File: config.mk
export PLATFORM = sky130hd
export DESIGN_NAME = ping_rtt_monitor
export DESIGN_NICKNAME = d
export VERILOG_FILES = /design/src/rtl/prm_pkg.sv /design/src/rtl/prm_div.sv /design/src/rtl/ping_rtt_monitor.sv
export SDC_FILE = /design/constraint.sdc
export NUM_CORES = 2
export LEC_CHECK = 0
export BUFFER_PORTS_ARGS = -buffer_cell sky130_fd_sc_hd__clkbuf_2
export CAP_MARGIN = 5
export CORE_UTILIZATION = 55
export DETAILED_ROUTE_END_ITERATION = 8
export PLACE_DENSITY = 0.83
export SLEW_MARGIN = 10
export SYNTH_ARGS = -nofsm -noshare
export SYNTH_HDL_FRONTEND = slang
export SYNTH_SLANG_ARGS = --single-unit
File: constraint.sdc
create_clock -name clk -period 26.8 [get_ports clk]
set_input_delay 4.02 -clock clk [delete_from_list [all_inputs] [get_ports clk]]
set_output_delay 4.02 -clock clk [all_outputs]
set_load 0.01 [all_outputs]
File: src/rtl/prm_pkg.sv
// shared types and constants for the ping round-trip monitor
`default_nettype none

package prm_pkg;

  localparam int unsigned ADDR_W = 3;
  localparam int unsigned DATA_W = 32;

  localparam logic [15:0] PACKET_BYTES = 16'd16;

  localparam logic [13:0] INTERVAL_MIN   = 14'd100;
  localparam logic [13:0] INTERVAL_MAX   = 14'd10000;
  localparam logic [13:0] INTERVAL_RESET = 14'd1000;
  localparam logic [15:0] TIMEOUT_RESET  = 16'd5000;

  localparam logic REG_INTERVAL = 1'b0;
  localparam logic REG_TIMEOUT  = 1'b1;

  localparam logic [2:0] ACT_TICK  = 3'd0;
  localparam logic [2:0] ACT_RESP  = 3'd1;
  localparam logic [2:0] ACT_START = 3'd2;
  localparam logic [2:0] ACT_STOP  = 3'd3;
  localparam logic [2:0] ACT_CLEAR = 3'd4;

  localparam logic [1:0] KIND_NONE = 2'd0;
  localparam logic [1:0] KIND_LOST = 2'd1;
  localparam logic [1:0] KIND_RTT  = 2'd2;

  typedef struct packed {
    logic [2:0]  action;
    logic [47:0] now_ms;
    logic        link_accepts;
    logic [63:0] resp_timestamp_us;
    logic [15:0] resp_length;
  } cmd_t;

  typedef struct packed {
    logic        send_now;
    logic [31:0] send_seq;
    logic [57:0] send_stamp_us;
    logic [1:0]  event_kind;
    logic [31:0] rtt_us;
    logic [31:0] sent_count;
    logic [31:0] received_count;
    logic [31:0] lost_count;
    logic [31:0] avg_rtt_us;
    logic [31:0] min_rtt_us;
    logic [31:0] max_rtt_us;
  } stat_t;

endpackage

`default_nettype wire

File: src/rtl/prm_div.sv
// iterative 32-bit restoring divider, one quotient bit per cycle
`default_nettype none

module prm_div (
  input  wire logic              clk,
  input  wire logic              rst,
  input  wire logic              start,
  input  wire logic [31:0]       dividend,
  input  wire logic [31:0]       divisor,
  output logic                   done,
  output logic [31:0]            quotient
);

  logic        busy;
  logic [4:0]  count;
  logic [31:0] rem;
  logic [31:0] quo;
  logic [32:0] shifted;
  logic [32:0] trial;
  logic        fits;

  assign shifted  = {rem, quo[31]};
  assign trial    = shifted - {1'b0, divisor};
  assign fits     = (shifted >= {1'b0, divisor});
  assign quotient = quo;

  always_ff @(posedge clk) begin
    if (rst) begin
      busy  <= 1'b0;
      done  <= 1'b0;
      count <= '0;
    end else begin
      done <= !start && busy && (count == 5'd31);
      if (start) begin
        busy  <= 1'b1;
        count <= '0;
      end else if (busy) begin
        count <= count + 5'd1;
        if (count == 5'd31) begin
          busy <= 1'b0;
        end
      end
    end
  end

  always_ff @(posedge clk) begin
    if (start) begin
      rem <= '0;
      quo <= dividend;
    end else if (busy) begin
      if (fits) begin
        rem <= trial[31:0];
        quo <= {quo[30:0], 1'b1};
      end else begin
        rem <= shifted[31:0];
        quo <= {quo[30:0], 1'b0};
      end
    end
  end

  property p_no_restart;
    @(posedge clk) disable iff (rst) start |-> !busy;
  endproperty
  a_no_restart: assert property (p_no_restart)
    else $error("divider started while busy");

  property p_done_after_busy;
    @(posedge clk) disable iff (rst) done |-> $past(busy);
  endproperty
  a_done_after_busy: assert property (p_done_after_busy)
    else $error("divider done without a running divide");

  property p_done_ends_busy;
    @(posedge clk) disable iff (rst) done |-> !busy;
  endproperty
  a_done_ends_busy: assert property (p_done_ends_busy)
    else $error("divider still busy at done");

endmodule

`default_nettype wire

File: src/rtl/ping_rtt_monitor.sv
// top level of the ping round-trip monitor: sequencer, statistics and register port
`default_nettype none

// Each request (tick, response, start, stop or clear) goes through these steps from
// acceptance until its result is ready: S_STAMP forms the microsecond stamp, for a
// tick S_APPLY and S_INTERVAL run the timeout and interval checks through a shared
// 48-bit subtract and compare unit, and the average takes a bit-serial divide plus
// its handoff. cmd_stall stays high until the result moves to the output register;
// a finished result may wait there while the next request is accepted.

module ping_rtt_monitor (
  input  wire logic                          clk,
  input  wire logic                          rst,
  input  wire logic                          psel,
  input  wire logic                          penable,
  input  wire logic                          pwrite,
  input  wire logic [prm_pkg::ADDR_W-1:0]    paddr,
  input  wire logic [prm_pkg::DATA_W-1:0]    pwdata,
  output logic      [prm_pkg::DATA_W-1:0]    prdata,
  output logic                               pready,
  input  wire logic                          cmd_valid,
  output logic                               cmd_stall,
  input  wire prm_pkg::cmd_t                 cmd,
  output logic                               stat_valid,
  input  wire logic                          stat_stall,
  output prm_pkg::stat_t                     stat
);

  typedef enum logic [5:0] {
    S_IDLE     = 6'b000001,
    S_STAMP    = 6'b000010,
    S_APPLY    = 6'b000100,
    S_INTERVAL = 6'b001000,
    S_DIV      = 6'b010000,
    S_FIN      = 6'b100000
  } state_t;

  state_t state;

  logic [13:0] period_ms;
  logic [15:0] timeout_ms;
  logic [13:0] wr_interval;
  logic        cfg_wr;

  prm_pkg::cmd_t item;
  logic [57:0]   stamp;
  logic [57:0]   now_ext;

  logic        active;
  logic        awaiting;
  logic [31:0] next_seq;
  logic [47:0] last_send_ms;
  logic [47:0] pending_since_ms;
  logic [31:0] sent_total;
  logic [31:0] recv_total;
  logic [31:0] lost_total;
  logic [31:0] rtt_sum;
  logic [31:0] rtt_min;
  logic [31:0] rtt_max;

  logic        send_now;
  logic [31:0] send_seq;
  logic [1:0]  kind;
  logic [31:0] rtt;
  logic [31:0] rtt_cur;
  logic        stat_load;

  // shared elapsed-time unit
  logic [47:0] since_sel;
  logic [47:0] limit_sel;
  logic [48:0] diff;
  logic        elapsed_ok;

  logic        div_start;
  logic        div_done;
  logic [31:0] div_quo;

  // register port
  assign pready = 1'b1;
  assign cfg_wr = psel && penable && pwrite && pready;

  always_comb begin
    if (pwdata[13:0] < prm_pkg::INTERVAL_MIN) begin
      wr_interval = prm_pkg::INTERVAL_MIN;
    end else if (pwdata[13:0] > prm_pkg::INTERVAL_MAX) begin
      wr_interval = prm_pkg::INTERVAL_MAX;
    end else begin
      wr_interval = pwdata[13:0];
    end
  end

  always_comb begin
    if (paddr[2] == prm_pkg::REG_TIMEOUT) begin
      prdata = {16'd0, timeout_ms};
    end else begin
      prdata = {18'd0, period_ms};
    end
  end

  always_ff @(posedge clk) begin
    if (rst) begin
      period_ms  <= prm_pkg::INTERVAL_RESET;
      timeout_ms <= prm_pkg::TIMEOUT_RESET;
    end else if (cfg_wr) begin
      if (paddr[2] == prm_pkg::REG_TIMEOUT) begin
        timeout_ms <= pwdata[15:0];
      end else begin
        period_ms <= wr_interval;
      end
    end
  end

  assign cmd_stall = (state != S_IDLE);
  assign stat_load = (state == S_FIN) && (!stat_valid || !stat_stall);

  // now_ms * 1000 as 1024 - 16 - 8
  assign now_ext = {10'd0, item.now_ms};

  assign since_sel = (state == S_APPLY) ? pending_since_ms : last_send_ms;
  assign limit_sel = (state == S_APPLY) ? {32'd0, timeout_ms} : {34'd0, period_ms};
  assign diff      = {1'b0, item.now_ms} - {1'b0, since_sel};

  always_comb begin
    if (diff[48]) begin
      elapsed_ok = 1'b0;
    end else if (state == S_APPLY) begin
      elapsed_ok = (diff[47:0] > limit_sel);
    end else begin
      elapsed_ok = (diff[47:0] >= limit_sel);
    end
  end

  assign rtt_cur = stamp[31:0] - item.resp_timestamp_us[31:0];

  always_ff @(posedge clk) begin
    if (rst) begin
      state            <= S_IDLE;
      active           <= 1'b0;
      awaiting         <= 1'b0;
      next_seq         <= '0;
      last_send_ms     <= '0;
      pending_since_ms <= '0;
      sent_total       <= '0;
      recv_total       <= '0;
      lost_total       <= '0;
      rtt_sum          <= '0;
      rtt_min          <= '1;
      rtt_max          <= '0;
      div_start        <= 1'b0;
      stat_valid       <= 1'b0;
    end else begin
      div_start <= (state == S_INTERVAL) ||
                   ((state == S_APPLY) && (item.action != prm_pkg::ACT_TICK));
      if (stat_load) begin
        stat_valid <= 1'b1;
      end else if (stat_valid && !stat_stall) begin
        stat_valid <= 1'b0;
      end
      case (state)
        S_IDLE: begin
          if (cmd_valid) begin
            state <= S_STAMP;
          end
        end
        S_STAMP: begin
          state <= S_APPLY;
        end
        S_APPLY: begin
          state <= (item.action == prm_pkg::ACT_TICK) ? S_INTERVAL : S_DIV;
          case (item.action)
            prm_pkg::ACT_TICK: begin
              if (active && awaiting && elapsed_ok) begin
                lost_total <= lost_total + 32'd1;
                awaiting   <= 1'b0;
              end
            end
            prm_pkg::ACT_RESP: begin
              if (awaiting && item.resp_length == prm_pkg::PACKET_BYTES) begin
                recv_total <= recv_total + 32'd1;
                rtt_sum    <= rtt_sum + rtt_cur;
                if (rtt_cur < rtt_min) begin
                  rtt_min <= rtt_cur;
                end
                if (rtt_cur > rtt_max) begin
                  rtt_max <= rtt_cur;
                end
                awaiting <= 1'b0;
              end
            end
            prm_pkg::ACT_START: begin
              if (!active) begin
                active       <= 1'b1;
                last_send_ms <= '0;
                awaiting     <= 1'b0;
              end
            end
            prm_pkg::ACT_STOP: begin
              if (active) begin
                active   <= 1'b0;
                awaiting <= 1'b0;
              end
            end
            prm_pkg::ACT_CLEAR: begin
              sent_total <= '0;
              recv_total <= '0;
              lost_total <= '0;
              rtt_sum    <= '0;
              rtt_min    <= '1;
              rtt_max    <= '0;
              next_seq   <= '0;
            end
            default: begin
            end
          endcase
        end
        S_INTERVAL: begin
          state <= S_DIV;
          if (active && !awaiting && elapsed_ok) begin
            next_seq <= next_seq + 32'd1;
            if (item.link_accepts) begin
              pending_since_ms <= item.now_ms;
              last_send_ms     <= item.now_ms;
              awaiting         <= 1'b1;
              sent_total       <= sent_total + 32'd1;
            end
          end
        end
        S_DIV: begin
          if (div_done) begin
            state <= S_FIN;
          end
        end
        S_FIN: begin
          if (stat_load) begin
            state <= S_IDLE;
          end
        end
        default: begin
          state <= S_IDLE;
        end
      endcase
    end
  end

  // per-request payload
  always_ff @(posedge clk) begin
    case (state)
      S_IDLE: begin
        item     <= cmd;
        send_now <= 1'b0;
        send_seq <= '0;
        kind     <= prm_pkg::KIND_NONE;
        rtt      <= '0;
      end
      S_STAMP: begin
        stamp <= (now_ext << 10) - (now_ext << 4) - (now_ext << 3);
      end
      S_APPLY: begin
        if (item.action == prm_pkg::ACT_TICK) begin
          if (active && awaiting && elapsed_ok) begin
            kind <= prm_pkg::KIND_LOST;
          end
        end else if (item.action == prm_pkg::ACT_RESP) begin
          if (awaiting && item.resp_length == prm_pkg::PACKET_BYTES) begin
            kind <= prm_pkg::KIND_RTT;
            rtt  <= rtt_cur;
          end
        end
      end
      S_INTERVAL: begin
        if (active && !awaiting && elapsed_ok) begin
          send_now <= 1'b1;
          send_seq <= next_seq;
        end
      end
      S_FIN: begin
        if (stat_load) begin
          stat.send_now       <= send_now;
          stat.send_seq       <= send_seq;
          stat.send_stamp_us  <= send_now ? stamp : 58'd0;
          stat.event_kind     <= kind;
          stat.rtt_us         <= rtt;
          stat.sent_count     <= sent_total;
          stat.received_count <= recv_total;
          stat.lost_count     <= lost_total;
          stat.avg_rtt_us     <= (recv_total == 32'd0) ? 32'd0 : div_quo;
          stat.min_rtt_us     <= (rtt_min == '1) ? 32'd0 : rtt_min;
          stat.max_rtt_us     <= rtt_max;
        end
      end
      default: begin
      end
    endcase
  end

  prm_div u_div (
    .clk      (clk),
    .rst      (rst),
    .start    (div_start),
    .dividend (rtt_sum),
    .divisor  (recv_total),
    .done     (div_done),
    .quotient (div_quo)
  );

  property p_awaiting_needs_active;
    @(posedge clk) disable iff (rst) awaiting |-> active;
  endproperty
  a_awaiting_needs_active: assert property (p_awaiting_needs_active)
    else $error("outstanding request while stopped");

  property p_accept_starts_seq;
    @(posedge clk) disable iff (rst) (cmd_valid && !cmd_stall) |=> state == S_STAMP;
  endproperty
  a_accept_starts_seq: assert property (p_accept_starts_seq)
    else $error("accepted request did not start the sequence");

  property p_done_in_div;
    @(posedge clk) disable iff (rst) div_done |-> state == S_DIV;
  endproperty
  a_done_in_div: assert property (p_done_in_div)
    else $error("divide finished outside the divide step");

  property p_result_from_fin;
    @(posedge clk) disable iff (rst) $rose(stat_valid) |-> $past(state == S_FIN);
  endproperty
  a_result_from_fin: assert property (p_result_from_fin)
    else $error("result loaded outside the finish step");

  property p_rtt_no_send;
    @(posedge clk) disable iff (rst)
      (stat_valid && stat.event_kind == prm_pkg::KIND_RTT) |-> !stat.send_now;
  endproperty
  a_rtt_no_send: assert property (p_rtt_no_send)
    else $error("round trip and send in one result");

endmodule

`default_nettype wire

### Word level (Yosys, flattened, before mapping)

Cells that the tools add are included.

| operators by class | value |
|---|---|
| $add $sub $neg | 11 |
| magnitude comparators | 7 |
| eq/ne operators | 36 |
| mux-type cells | 66 |
| bitwise gates (word level) | 1 |
| reductions and logical operators | 47 |

Operators by type and width:

| operator | number |
|---|---|
| two-way mux 32 bit | 18 |
| one-hot mux 32 bit (2 select lines) | 9 |
| two-way mux 48 bit | 5 |
| adder 32 x 1 -> 32 bit (second input constant) | 4 |
| one-hot mux 48 bit (2 select lines) | 1 |
| subtractor 32 bit | 2 |
| subtractor 58 x 51 -> 58 bit | 1 |
| subtractor 58 x 52 -> 58 bit | 1 |
| subtractor 48 x 48 -> 49 bit | 1 |
| greater-or-equal comparator 48 x 16 -> 1 bit | 1 |
| > comparator 48 x 16 -> 1 bit | 1 |
| one-hot mux 6 bit (6 select lines) | 1 |
| greater-or-equal comparator 33 x 32 -> 1 bit | 1 |
| adder 32 bit | 1 |
| == test 32 bit (second input constant) | 1 |
| > comparator 32 bit | 1 |
| logical NOT 32 bit | 1 |
| less-than comparator 32 bit | 1 |
| two-way mux 16 bit | 2 |
| two-way mux 14 bit | 2 |
| AND reduction 4 bit | 5 |
| two-way mux 6 bit | 3 |
| == test 16 x 5 -> 1 bit (second input constant) | 1 |
| != test 2 x 1 -> 1 bit (second input constant) | 8 |
| 37 further kinds | 96 |

| storage, ports and cells | value |
|---|---|
| register bits | 973 |
| input bits | 174 |
| output and inout port bits | 352 |

### Depth between registers and ports, before layout

| depth | value |
|---|---|
| word-level depth | 10 |
| mapped depth | 34 |

### Modules after synthesis

From an unflattened synthesis, not the netlist that was laid out.

| unflattened totals | value |
|---|---|
| cell total of the unflattened synthesis | 4813 |
| area total of the unflattened synthesis | 49675.1 um^2 |

Modules (own cells, without submodules):

| module | times used | cells an instance | area an instance (um^2) | sequential area each (um^2) |
|---|---|---|---|---|
| ping_rtt_monitor | 1 | 4256 | 44777.9 | 23302.3 |
| prm_div | 1 | 557 | 4897.2 | 1741.7 |

### Worst setup path after synthesis

Ideal clock, no wire load.

| path | value |
|---|---|
| path kind | in2reg |
| start point | in stat_stall |
| end point | reg stat[0] (netlist bit) (enable) |
| data arrival time | 19.071 ns |
| slack | 6.635 ns |
| cell stages on the path | 1 |
| path buffers | 0 |
| cell sequence | a21oi_1 |

| between the ends | value |
|---|---|
| word-level cells in the longest chain between the ends | 4 |

Ends and longest elaborated chain:

| item | RTL line | RTL |
|---|---|---|
| start: declaration | ping_rtt_monitor.sv:25 | `input wire logic stat_stall,` |
| logical NOT 1 bit | ping_rtt_monitor.sv:114 | `assign stat_load = (state == S_FIN) && (!stat_valid \|\| !stat_stall);` |
| logical OR 1 bit | ping_rtt_monitor.sv:114 |  |
| logical AND 1 bit | ping_rtt_monitor.sv:114 |  |
| AND reduction 2 bit (no source line) | -- |  |
| end: declaration | ping_rtt_monitor.sv:26 | `output prm_pkg::stat_t stat` |

No other way between the ends.
A chain may end at the register's enable or synchronous reset.

### Worst setup path in the final report

| path | value |
|---|---|
| start point | in paddr[2] (netlist bit) |
| end point | out prdata[4] (netlist bit) |

| between the ends | value |
|---|---|
| word-level cells in the longest chain between the ends | 1 |

Ends and longest elaborated chain:

| item | RTL line | RTL |
|---|---|---|
| start: declaration | ping_rtt_monitor.sv:17 | `input wire logic [prm_pkg::ADDR_W-1:0] paddr,` |
| two-way mux 16 bit | ping_rtt_monitor.sv:93 | `if (paddr[2] == prm_pkg::REG_TIMEOUT) begin` |
| end: declaration | ping_rtt_monitor.sv:19 | `output logic [prm_pkg::DATA_W-1:0] prdata,` |

No other way between the ends.

==> run_results.csv <==
group,metric,value,unit
run_status,run_status,"finished, violations left",
run_status,violations,"design-rule violations",
synth,syn_avg_cell_area,10.58,µm²
route,ant_nets,0,
clock_network,cts_resized,0,
clock_network,cts_root_buf,"clkbuf_16",
synth,ys_warn_count,0,
setup_path,rrSetupSlack,18.09,ns
die,die_width,301.9,µm
sta,setup_tns,0,ns
finish,layout.nets,5583,
finish,drive_gt1_share,15.67,%
sta,fmax,109.6,MHz
synth,synthAdderAreaFrac,9.038,%
setup_path,startpoint_type,"primary input",
sta,fin_skew,0.02644,ns
pwr,leakagePower,22.50,nW
die,rows,109,
setup_path,worst-setup-path-type,"in2out",
synth,synth_mux_area_share,3.566,%
setup_path,crit_top_cell,"clkbuf_2",
sta,fin_crit,9.124,ns
job,maxCapViolations,0,
synth,synth_top_family_by_area,"simple AND/OR/NAND/NOR gates",
setup_path,cp_num_buf_inv,2,
setup_path,cp_top_family,"buffers and inverters",
route,viasPerCell,6.039,
sta,worst_pin_slew,1.199,ns
pwr,ir_drop,0.00006918,V
global_route,grt_pass1_wl,200500,µm
global_route,antenna_found_initial,7,
placement,io_buffers,455,
clock_network,clockBufferDepth,3,
synth,ys_types,91,
finish,layout_common_cells,"edfxtp_1, clkbuf_2, dfxtp_1",
sta,rsz0062_at_grt,"false",
global_route,grt_overflow_total,0,
clock_network,clkTransAtPathRegs,0.06,ns
clock_network,cts_sinks,967,
synth,yosysSeqAreaShare,50.62,%
die,io_pins,526,
synth,syn-cell-area,49480,µm²
placement,dp_hpwl,94070,µm
finish,finalCoreUtilization,63.36,%
synth,synthSimpleGateAreaFrac,15.20,%
setup_path,cpPeakStageDelay,0.45,ns
global_route,grt_max_degree,98,
placement,dp_cells,6142,
route,wl_per_cell,20.77,µm
worst_hold_path,min_path_type,"reg2reg",
finish,fin_area,56250,µm²
clock_network,postCtsSetupBuffers,0,
route,dr.first_iter.drc_count,3135,
placement,gp_congestion,0.9536,
route,wirelength,131500,µm
synth,synth_edf_count,568,
die,die-area,91160,µm²
synth,synth_compound_area_share,14.46,%
finish,layout_commonest_cell,"edfxtp_1",
global_route,grt_use_total,28.08,%
finish,nFillCells,6891,
clock_network,cts_tree,"done",
sta,hold_viol,0,
finish,multi_input_area,22690,µm²
die,core-area,88780,µm²
synth,postSynthCellCount,4675,
clock_network,htree_levels,3,
sta,final_max_slew_viol_count,0,
setup_path,endpoint_kind,"primary output",
route,drc,58,
sta,setup_violations,0,
route,num_vias,38240,
clock_network,hold_buffers,0,
pwr,p_total,0.005217,W
setup_path,crit_slowest_cell,"clkbuf_2",
finish,instances_no_fill,6331,
pwr,power.density,92.74,nW/µm²
setup_path,crit_chain,"clkbuf_2 > mux2_2 > clkbuf_2",
clock_network,clkLatencyLatePin,0.69,ns
setup_path,worstPathArrival,5.10,ns
sta,slew_headroom,19.74,%
synth,synth_flop_cell,"edfxtp_1",
synth,ys_ff_latch,967,
clock_network,numCtsBuffers,99,
placement,place_area,52870,µm²
finish,area_delta_synth_final,13.69,%
die,die_h,301.9,µm
synth,synthArstFlopShare,0,%
synth,yosys.area_share.xor_xnor,3.222,%
finish,regArea,25050,µm²
route,dr.pass1.iters,9,
die,start_util,55.73,%
setup_path,crit_fanout,19,
global_route,grt_pass1_vias,36360,
sta,fin_crit_sh,34.04,%
setup_path,crit_required,22.78,ns
path summary, 6_finish.rpt:
| check | from | end | depth (start not counted) |
|---|---|---|---|
| max | paddr[2] | prdata[4] | 3 |
| min | rtt[12] | stat[204] | 0 |
| max reg2reg | state[2] | pending_since_ms[11] | 27 |
| min reg2reg | rtt[12] | stat[204] | 0 |
worst register-to-register path, delay by kind of cell (launching register included):
| family | cells | cell delay, ns |
|---|---|---|
| AOI/OAI and AO/OA | 9 | 1.97 |
| DFF | 1 | 0.43 |
| adders and majority gates | 3 | 0.90 |
| xor gates and xnor gates | 1 | 0.24 |
| and+or+nand+nor | 13 | 4.61 |
| buffers and inverters | 1 | 0.49 |
where the power goes:
part           switching (W)  total (W)  internal (W)
registers          0.0000889    0.00184       0.00175
logic                0.00118    0.00195      0.000769
clock network       0.000594    0.00143      0.000836
area by class of cell:
cell class	instances	share of cell area [%]
sequential	967	44.53
tap	1165	2.591
multi-input combinational	3248	40.34
timing repair buffer	520	4.920
clock buffer	134	4.931
inverter	242	1.619
antenna	3	0.01335
clock inverter	52	1.059
kinds of logic (layout without fill, tap and decap cells):
| kind of cell | Yosys count | after routing |
|---|---|---|
| simple gates | 1456 | 1456 |
| compound gates | 1089 | 1089 |
| flops | 967 | 967 |
| buf+inv | 478 | 948 |
| fa+ha+maj | 331 | 331 |
| xor+xnor | 182 | 182 |
| mux | 170 | 170 |
| other cells | 2 | 23 |
routing by layer:
layer	GRT usage [%]	share of wire, %	vias up	routed length, µm
li1	-	-	17890	-
met1	36.03	40	18430	53000
met2	46.67	47	1614	62220
met3	4.604	8.0	297	10470
met4	12.77	4.4	8	5744
met5	0	0.035	-	46
Yosys cell counts (all sizes together), types with 20 or more instances:
library cell | instances | area share [%]
edfxtp | 568 | 34
dfxtp | 399 | 16
a21oi | 322 | 3.3
nor2 | 320 | 2.4
ha | 287 | 7.3
nand2 | 283 | 2.1
inv | 242 | 1.8
o21ai | 194 | 2.0
clkbuf | 185 | 1.4
and2 | 143 | 1.8
xnor2 | 124 | 2.2
mux2i | 120 | 2.4
a21o | 113 | 1.7
nand3 | 113 | 1.1
nor3 | 112 | 1.2
a22o | 83 | 1.5
nand4 | 83 | 1.1
nor2b | 83 | 1.0
or3 | 59 | 0.75
xor2 | 58 | 1.0
a22oi | 57 | 0.86
a211oi | 55 | 0.84
and3 | 52 | 0.66
buf | 51 | 0.64
mux2 | 50 | 1.1
or2 | 45 | 0.57
fa | 44 | 1.8
or4 | 39 | 0.59
o31ai | 38 | 0.58
nand2b | 37 | 0.47
o21a | 37 | 0.56
nor4 | 31 | 0.42
o211ai | 26 | 0.40
a31oi | 20 | 0.25
o21bai | 20 | 0.30
state kept, by name, indices dropped and copies added (netlist names), 48 cells and up:
name	flops
stat	314
item	100
stamp	55
last_send_ms	48
pending_since_ms	48
per-stage QoR:
step	worst slack [ns]	hold slack (ns)
2_1_floorplan	6.635	0.4003
3_3_place_gp	17.69	0.4028
3_5_place_dp	17.70	0.4045
4_1_cts	17.70	0.4164
5_1_grt	17.64	0.4177
6_report	17.68	0.4127
No activity file was read; power rests on OpenSTA's default activity.
